===== config.mk =====
export PLATFORM = sky130hd
export DESIGN_NAME = base64_stream_encoder_flat
export DESIGN_NICKNAME = d
export VERILOG_FILES = /design/src/sv/b64e_pkg.sv /design/src/sv/b64e_byte_if.sv /design/src/sv/b64e_char_if.sv /design/src/sv/base64_stream_encoder.sv /design/src/sv/b64e_pack.sv /design/src/sv/b64e_emit.sv /design/src/flat_wrapper.sv
export SDC_FILE = /design/constraint.sdc
export NUM_CORES = 1
export LEC_CHECK = 0
export BUFFER_PORTS_ARGS = -buffer_cell sky130_fd_sc_hd__buf_4
export CELL_PAD_IN_SITES_DETAIL_PLACEMENT = 0
export CELL_PAD_IN_SITES_GLOBAL_PLACEMENT = 1
export CORE_MARGIN = 3
export CORE_UTILIZATION = 49
export DETAILED_ROUTE_END_ITERATION = 10
export GPL_ROUTABILITY_DRIVEN = 0
export GPL_TIMING_DRIVEN = 0
export HOLD_SLACK_MARGIN = 0.03
export PLACE_DENSITY_LB_ADDON = 0.1
export SETUP_SLACK_MARGIN = 0.02
export SLEW_MARGIN = 10
export SYNTH_ARGS = -nofsm -noshare
export SYNTH_HDL_FRONTEND = slang
export SYNTH_HIERARCHICAL = 1
export SYNTH_SLANG_ARGS = --single-unit

===== constraint.sdc =====
create_clock -name clk -period 6.28 [get_ports clk]
set_input_delay 0.942 -clock clk [delete_from_list [all_inputs] [get_ports clk]]
set_output_delay 0.942 -clock clk [all_outputs]
set_load 0.1 [all_outputs]

===== src/sv/b64e_pkg.sv =====
// b64e_pkg: shared types, constants and the digit-to-ASCII map for the base64 stream encoder.
// Uses nothing else. Used by b64e_pack, b64e_emit, base64_stream_encoder and b64e_checker.
package b64e_pkg;

  localparam logic [7:0] CHAR_PAD       = 8'h3D;  // '='
  localparam logic [7:0] CHAR_UPPER_A   = 8'h41;  // 'A'
  localparam logic [7:0] CHAR_LOWER_OFS = 8'd71;  // 'a' - 26
  localparam logic [7:0] CHAR_DIGIT_OFS = 8'd4;   // 52 - '0'
  localparam logic [7:0] CHAR_STD_62    = 8'h2B;  // '+'
  localparam logic [7:0] CHAR_STD_63    = 8'h2F;  // '/'
  localparam logic [7:0] CHAR_ALT_62    = 8'h2D;  // '-'
  localparam logic [7:0] CHAR_ALT_63    = 8'h7E;  // '~'

  localparam logic [5:0] DIGIT_LOWER_BASE = 6'd26;
  localparam logic [5:0] DIGIT_NUM_BASE   = 6'd52;
  localparam logic [5:0] DIGIT_62         = 6'd62;

  typedef enum logic [1:0] {
    PHASE_0 = 2'd0,
    PHASE_1 = 2'd1,
    PHASE_2 = 2'd2,
    PHASE_X = 2'd3
  } phase_t;

  typedef struct packed {
    logic       pad;
    logic [5:0] val;
  } sym_t;

  // one item's worth of output symbols
  typedef struct packed {
    logic           last;
    logic [1:0]     count_m1;
    sym_t [3:0]     sym;
  } grp_t;

  function automatic logic [7:0] digit_char(input logic [5:0] d, input logic std_mode);
    logic [7:0] dx;
    dx = {2'b00, d};
    if (d < DIGIT_LOWER_BASE) begin
      return CHAR_UPPER_A + dx;
    end else if (d < DIGIT_NUM_BASE) begin
      return CHAR_LOWER_OFS + dx;
    end else if (d < DIGIT_62) begin
      return dx - CHAR_DIGIT_OFS;
    end else if (d == DIGIT_62) begin
      return std_mode ? CHAR_STD_62 : CHAR_ALT_62;
    end else begin
      return std_mode ? CHAR_STD_63 : CHAR_ALT_63;
    end
  endfunction

  function automatic logic [7:0] sym_char(input sym_t s, input logic std_mode);
    return s.pad ? CHAR_PAD : digit_char(s.val, std_mode);
  endfunction

endpackage


===== src/sv/b64e_byte_if.sv =====
// b64e_byte_if: valid/ready channel that carries one message byte and its last mark.
// Depends on nothing.
interface b64e_byte_if;
  logic       valid;
  logic       ready;
  logic [7:0] data_byte;
  logic       last_byte;

  modport source (output valid, output data_byte, output last_byte, input ready);
  modport sink   (input valid, input data_byte, input last_byte, output ready);
endinterface


===== src/sv/b64e_char_if.sv =====
// b64e_char_if: valid/ready channel that carries one encoded character and its last mark.
// Depends on nothing.
interface b64e_char_if;
  logic       valid;
  logic       ready;
  logic [7:0] out_char;
  logic       last_char;

  modport source (output valid, output out_char, output last_char, input ready);
  modport sink   (input valid, input out_char, input last_char, output ready);
endinterface


===== src/sv/base64_stream_encoder.sv =====
// base64_stream_encoder: top level of the streaming base64 encoder.
// Depends on b64e_pkg, b64e_byte_if, b64e_char_if, b64e_pack and b64e_emit.
//
//   port  | dir | item                          | handshake
//   ------+-----+-------------------------------+------------
//   msg   | in  | data_byte[7:0], last_byte     | valid/ready
//   enc   | out | out_char[7:0], last_char      | valid/ready
//   cfg   | in  | cfg_wdata = alphabet mode     | cfg_we
//
// A byte yields 1 to 4 characters. The output runs at one character per cycle unless enc
// stalls; the next byte is taken in the cycle the final character of its predecessor is
// registered. A byte passes the group register in b64e_pack, then the output register in
// b64e_emit. Synchronous reset clears phase, leftover bits, mode and all valid flags. A
// stall on enc backs up to msg.
module base64_stream_encoder (
  input  logic        clk,
  input  logic        rst,
  input  logic        cfg_we,
  input  logic        cfg_wdata,
  b64e_byte_if.sink   msg,
  b64e_char_if.source enc
);
  import b64e_pkg::*;

  logic grp_valid;
  grp_t grp;
  logic grp_done;

  b64e_pack u_pack (
    .clk       (clk),
    .rst       (rst),
    .msg       (msg),
    .grp_valid (grp_valid),
    .grp       (grp),
    .grp_done  (grp_done)
  );

  b64e_emit u_emit (
    .clk       (clk),
    .rst       (rst),
    .cfg_we    (cfg_we),
    .cfg_wdata (cfg_wdata),
    .grp_valid (grp_valid),
    .grp       (grp),
    .grp_done  (grp_done),
    .enc       (enc)
  );

endmodule


===== src/sv/b64e_pack.sv =====
// b64e_pack: takes message bytes, keeps group phase and leftover bits, and registers
// the 1 to 4 output symbols of each item. Depends on b64e_pkg and b64e_byte_if.
module b64e_pack (
  input  logic           clk,
  input  logic           rst,
  b64e_byte_if.sink      msg,
  output logic           grp_valid,
  output b64e_pkg::grp_t grp,
  input  logic           grp_done
);
  import b64e_pkg::*;

  phase_t     phase, phase_next;
  logic [3:0] leftover, leftover_next;
  grp_t       grp_next;
  logic       accept;

  assign msg.ready = !grp_valid || grp_done;
  assign accept    = msg.valid && msg.ready;

  always_comb begin
    logic [7:0] b;
    logic       fin;
    b             = msg.data_byte;
    fin           = msg.last_byte;
    grp_next      = '0;
    grp_next.last = fin;
    phase_next    = PHASE_0;
    leftover_next = 4'd0;
    case (phase)
      PHASE_1: begin
        grp_next.sym[0].val = {leftover[1:0], b[7:4]};
        if (fin) begin
          grp_next.sym[1].val = {b[3:0], 2'b00};
          grp_next.sym[2].pad = 1'b1;
          grp_next.count_m1   = 2'd2;
        end else begin
          phase_next    = PHASE_2;
          leftover_next = b[3:0];
        end
      end
      PHASE_2: begin
        grp_next.sym[0].val = {leftover, b[7:6]};
        grp_next.sym[1].val = b[5:0];
        grp_next.count_m1   = 2'd1;
      end
      default: begin
        grp_next.sym[0].val = b[7:2];
        if (fin) begin
          grp_next.sym[1].val = {b[1:0], 4'd0};
          grp_next.sym[2].pad = 1'b1;
          grp_next.sym[3].pad = 1'b1;
          grp_next.count_m1   = 2'd3;
        end else begin
          phase_next    = PHASE_1;
          leftover_next = {2'b00, b[1:0]};
        end
      end
    endcase
  end

  always_ff @(posedge clk) begin
    if (rst) begin
      grp_valid <= 1'b0;
      phase     <= PHASE_0;
      leftover  <= 4'd0;
    end else if (accept) begin
      grp_valid <= 1'b1;
      phase     <= phase_next;
      leftover  <= leftover_next;
    end else if (grp_done) begin
      grp_valid <= 1'b0;
    end
  end

  always_ff @(posedge clk) begin
    if (accept) begin
      grp <= grp_next;
    end
  end

  a_phase_legal: assert property (@(posedge clk) disable iff (rst) phase != PHASE_X)
    else $error("group phase reached unused code");
  a_last_clears: assert property (@(posedge clk) disable iff (rst)
      accept && msg.last_byte |=> phase == PHASE_0 && leftover == 4'd0)
    else $error("state not cleared after last byte");
  a_done_needs_grp: assert property (@(posedge clk) disable iff (rst) grp_done |-> grp_valid)
    else $error("group done without a group held");

endmodule


===== src/sv/b64e_emit.sv =====
// b64e_emit: holds the alphabet mode, walks the held symbols one per cycle unless enc
// stalls and maps them to ASCII into the output register. Uses b64e_pkg, b64e_char_if.
module b64e_emit (
  input  logic           clk,
  input  logic           rst,
  input  logic           cfg_we,
  input  logic           cfg_wdata,
  input  logic           grp_valid,
  input  b64e_pkg::grp_t grp,
  output logic           grp_done,
  b64e_char_if.source    enc
);
  import b64e_pkg::*;

  logic       mode;
  logic [1:0] idx;
  logic       step;
  logic       at_end;

  assign step     = grp_valid && (!enc.valid || enc.ready);
  assign at_end   = idx == grp.count_m1;
  assign grp_done = step && at_end;

  always_ff @(posedge clk) begin
    if (rst) begin
      mode      <= 1'b0;
      idx       <= 2'd0;
      enc.valid <= 1'b0;
    end else begin
      if (cfg_we) begin
        mode <= cfg_wdata;
      end
      if (step) begin
        idx       <= at_end ? 2'd0 : idx + 2'd1;
        enc.valid <= 1'b1;
      end else if (enc.ready) begin
        enc.valid <= 1'b0;
      end
    end
  end

  always_ff @(posedge clk) begin
    if (step) begin
      enc.out_char  <= sym_char(grp.sym[idx], mode);
      enc.last_char <= grp.last && at_end;
    end
  end

  a_idx_in_range: assert property (@(posedge clk) disable iff (rst)
      grp_valid |-> idx <= grp.count_m1)
    else $error("symbol index past group count");
  a_idx_idle: assert property (@(posedge clk) disable iff (rst) !grp_valid |-> idx == 2'd0)
    else $error("symbol index not reset between groups");
  a_last_out: assert property (@(posedge clk) disable iff (rst)
      grp_done && grp.last |=> enc.valid && enc.last_char)
    else $error("final character not marked");

endmodule


===== src/flat_wrapper.sv =====
// flat-port wrapper written by rule: the top's interface ports become plain ports
module base64_stream_encoder_flat import b64e_pkg::*;
  (clk, rst, cfg_we, cfg_wdata, msg_valid, msg_data_byte, msg_last_byte, msg_ready, enc_valid, enc_out_char, enc_last_char, enc_ready);
  b64e_byte_if msg_i ();
  b64e_char_if enc_i ();
  input  logic clk;
  input  logic rst;
  input  logic cfg_we;
  input  logic cfg_wdata;
  input wire logic [$bits(msg_i.valid)-1:0] msg_valid;
  input wire logic [$bits(msg_i.data_byte)-1:0] msg_data_byte;
  input wire logic [$bits(msg_i.last_byte)-1:0] msg_last_byte;
  output wire logic [$bits(msg_i.ready)-1:0] msg_ready;
  output wire logic [$bits(enc_i.valid)-1:0] enc_valid;
  output wire logic [$bits(enc_i.out_char)-1:0] enc_out_char;
  output wire logic [$bits(enc_i.last_char)-1:0] enc_last_char;
  input wire logic [$bits(enc_i.ready)-1:0] enc_ready;
  assign msg_i.valid = msg_valid;
  assign msg_i.data_byte = msg_data_byte;
  assign msg_i.last_byte = msg_last_byte;
  assign msg_ready = msg_i.ready;
  assign enc_valid = enc_i.valid;
  assign enc_out_char = enc_i.out_char;
  assign enc_last_char = enc_i.last_char;
  assign enc_i.ready = enc_ready;
  base64_stream_encoder u_core (.clk(clk), .rst(rst), .cfg_we(cfg_we), .cfg_wdata(cfg_wdata), .msg(msg_i), .enc(enc_i));
endmodule

==> results.cfg <==
[placement]
placed_cell_area_sq_mm = 0.00253
dp_hpwl_mm = 3.60
portBuffers = 25
place_inst = 292

[outcome]
status = complete, no violations

[worst_setup_path]
crit_arrival_ns = 2.09
cp_common_cell = buf_4
path_class = in2out
path_depth = 7
cp_num_buf_inv = 3
critical_path_required_ns = 5.34
start_kind = input port
cp_slowest_cell = buf_4
worstSetupEndpointType = output pin
crit_chain = buf_4, nand2b_1, nand2_1, nor3_1, nand2b_1, buf_4, buf_4
cp_max_fo = 8
max_stage_delay_ns = 0.29
worst_r2r_path_depth = 7
path_delay_family = simple AND/OR/NAND/NOR gates

[layout]
regArea_sq_mm = 0.00100
final_util = 0.621
synthToLayoutAreaGrowth_pct = 17.1
fillers = 348
nets = 273
drive_gt1_frac = 0.244
layout.cells.non_filler = 300
multiInputGateArea_sq_mm = 0.00108
antenna-diode-count = 0
stdcell_area_sq_mm = 0.00261

[sta]
setup_viol = 0
fin_tns_setup_ns = 0
layout_min_cycle_time_ns = 3.04
rsz0062_at_grt = false
worstMarginPinSlew_ns = 0.809
fin_crit_sh = 0.483
hold-worst-slack_ns = 0.476
hold_viol = 0
fmax_mhz = 329
skew_ns = 0.00336
timing.slew.headroom = 0.461
slew_viol_final = 0

[floorplanning]
die_h_um = 73.4
die_area_sq_mm = 0.00539
placementRows = 23
initial_utilization = 0.530
ioPinCount = 26
core_sq_mm = 0.00420
die_w_um = 73.4

[yosys]
synthArstFlopShare = 0
synth.distinct_cells = 51
ys_seq_elements = 37
synth_top_flop_cell = edfxtp_1
syn-cell-area_sq_mm = 0.00223
syn_inst = 204
synth_enable_flop_cells = 26
postSynthAreaPerCell_sq_um = 10.9
yosysSeqAreaShare = 0.449
yosysWarnings = 6

[cts]
cts-root-buf = clkbuf_8
numCtsBuffers = 5
cts_setup_buffers = 0
ctsHoldBuffers = 0
clock-sinks = 37
cts-resized-gates = 0
cts_tree = done
cts_buffer_depth = 2
cts.htree.levels = 2
cts.clk_slew.worst_paths_ns = 0.07
insertion_delay_ns = 0.28

[power]
cellPowerDensity_mw_per_mm2 = 237
vdd_drop_max_mv = 0.111
power.leakage_uw = 0.00104

[detailed_routing]
drc_errors = 0
drtAntennaViolNets = 0
drtIter0Drc = 128
routed_wl_mm = 4.74
avgRoutedWirePerCell_um = 15.8
drtPass1Iterations = 4
vias = 1748
via_per_inst = 5.83

[global_route]
antenna_found_initial = 0
grt_max_degree = 20
gr-usage-all-layers = 0.196
overflow = 0
grt_pass1_wl_mm = 7.94
grt_pass1_vias = 1716

[hold_path]
min_delay_path_depth = 1
hold_class = reg2reg

[job]
drv_cap = 0
## cells in the mapped netlist, types with 5 or more instances
cell type,instances,share of area
clkbuf_1,5,0.0084
inv_1,12,0.020
mux4_2,6,0.061
buf_4,15,0.051
nand2_1,12,0.020
nor2_1,11,0.019
dfxtp_1,11,0.099
ha_1,9,0.051
o21ai_0,9,0.020
a21oi_1,8,0.018
nand3_1,6,0.013
a22oi_1,6,0.020
and2_1,5,0.014
edfxtp_1,26,0.35
nor3_1,5,0.011
## flip-flops by register name, indices dropped and copies added, names as in the netlist
signal and flops:
u_core/u_pack/grp 17, u_core/u_emit/enc.out_char 8, u_core/u_pack/leftover 4, u_core/u_emit/idx 2, u_core/u_pack/phase 2, u_core/u_emit/enc.last_char 1, u_core/u_emit/enc.valid 1, u_core/u_emit/mode 1
u_core/u_pack/grp_valid 1
## where the power goes
part	switching, uW	internal (uW)	leakage (uW)	total (uW)
combinational	116	60.1	0.000660	176
sequential	6.49	281	0.000339	287
clock	79.9	74.7	0.0000430	155
## metrics by stage
stage                     total power (uW)  setup slack, ns
after floorplan                        424             3.58
after global placement                 460             3.32
after detailed placement               467             3.24
after CTS                              622             3.23
after global routing                   653             3.13
final                                  618             3.24
## per-layer routing
layer | part of all wire | GRT usage | vias to the layer above | routed length, um
li1 | - | - | 831 | -
met1 | 0.40 | 0.223 | 840 | 1900
met2 | 0.53 | 0.351 | 65 | 2520
met3 | 0.045 | 0.0451 | 12 | 213
met4 | 0.022 | 0.0845 | 0 | 102
met5 | 0 | 0 | - | 0
## worst paths after layout
kind                        startpoint                            end  slack, ns
max                          enc_ready                      msg_ready       3.24
min          u_core/u_pack/leftover[3]      u_core/u_pack/leftover[3]       0.48
max reg2reg       u_core/u_emit/idx[0]  u_core/u_emit/enc.out_char[4]       3.52
min reg2reg  u_core/u_pack/leftover[3]      u_core/u_pack/leftover[3]       0.48
## area by class of cell
type                    count  share of cell area
multi-input cells         146               0.415
flip-flops and latches     37               0.384
repair buffers             25              0.0720
plain buffers              22              0.0566
clock buffers               5              0.0264
well taps                  50              0.0240
inverters                  12              0.0173
clock inverters             3             0.00480
## worst register-to-register path: stages (launching register included)
cell	delay, ns
dfxtp_1	0.43
buf_6	0.20
mux4_2	0.62
ha_1	0.28
a21o_1	0.22
a21oi_2	0.39
nor3_1	0.12
o31ai_1	0.30
## logic make-up (layout without fill, tap and decap cells)
| group | after synthesis | count (layout) | synth area share |
|---|---|---|---|
| buf+inv | 34 | 67 | 0.0865 |
| compound gates | 55 | 55 | 0.176 |
| mux | 9 | 9 | 0.0820 |
| fa+ha+maj | 9 | 9 | 0.0506 |
| xor+xnor | 6 | 6 | 0.0236 |
| other cells | 1 | 14 | 0.00168 |
| simple gates | 53 | 53 | 0.130 |
| flops | 37 | 37 | 0.449 |
## cell usage in the layout, fill, tap and decap left out, types with 2 or more instances in the layout
| cell | count |
|---|---|
| a211oi_1 | 2 |
| a21oi_1 | 8 |
| a22o_1 | 4 |
| a22oi_1 | 6 |
| a31oi_1 | 3 |
| a32oi_1 | 4 |
| and2_1 | 5 |
| buf_4 | 40 |
| clkbuf_1 | 5 |
| clkbuf_8 | 5 |
| clkinv_1 | 2 |
| conb_1 | 14 |
| dfxtp_1 | 11 |
| edfxtp_1 | 26 |
| ha_1 | 9 |
| inv_1 | 12 |
| mux4_2 | 6 |
| nand2_1 | 12 |
| nand2b_1 | 2 |
| nand3_1 | 6 |
| nand3b_1 | 2 |
| nor2_1 | 11 |
| nor3_1 | 5 |
| nor3b_1 | 2 |
| o211ai_1 | 2 |
| o21a_1 | 3 |
| o21ai_0 | 9 |
| o31ai_1 | 4 |
| xnor2_1 | 4 |
| xor2_1 | 2 |
(Power assumes the default switching activity.)
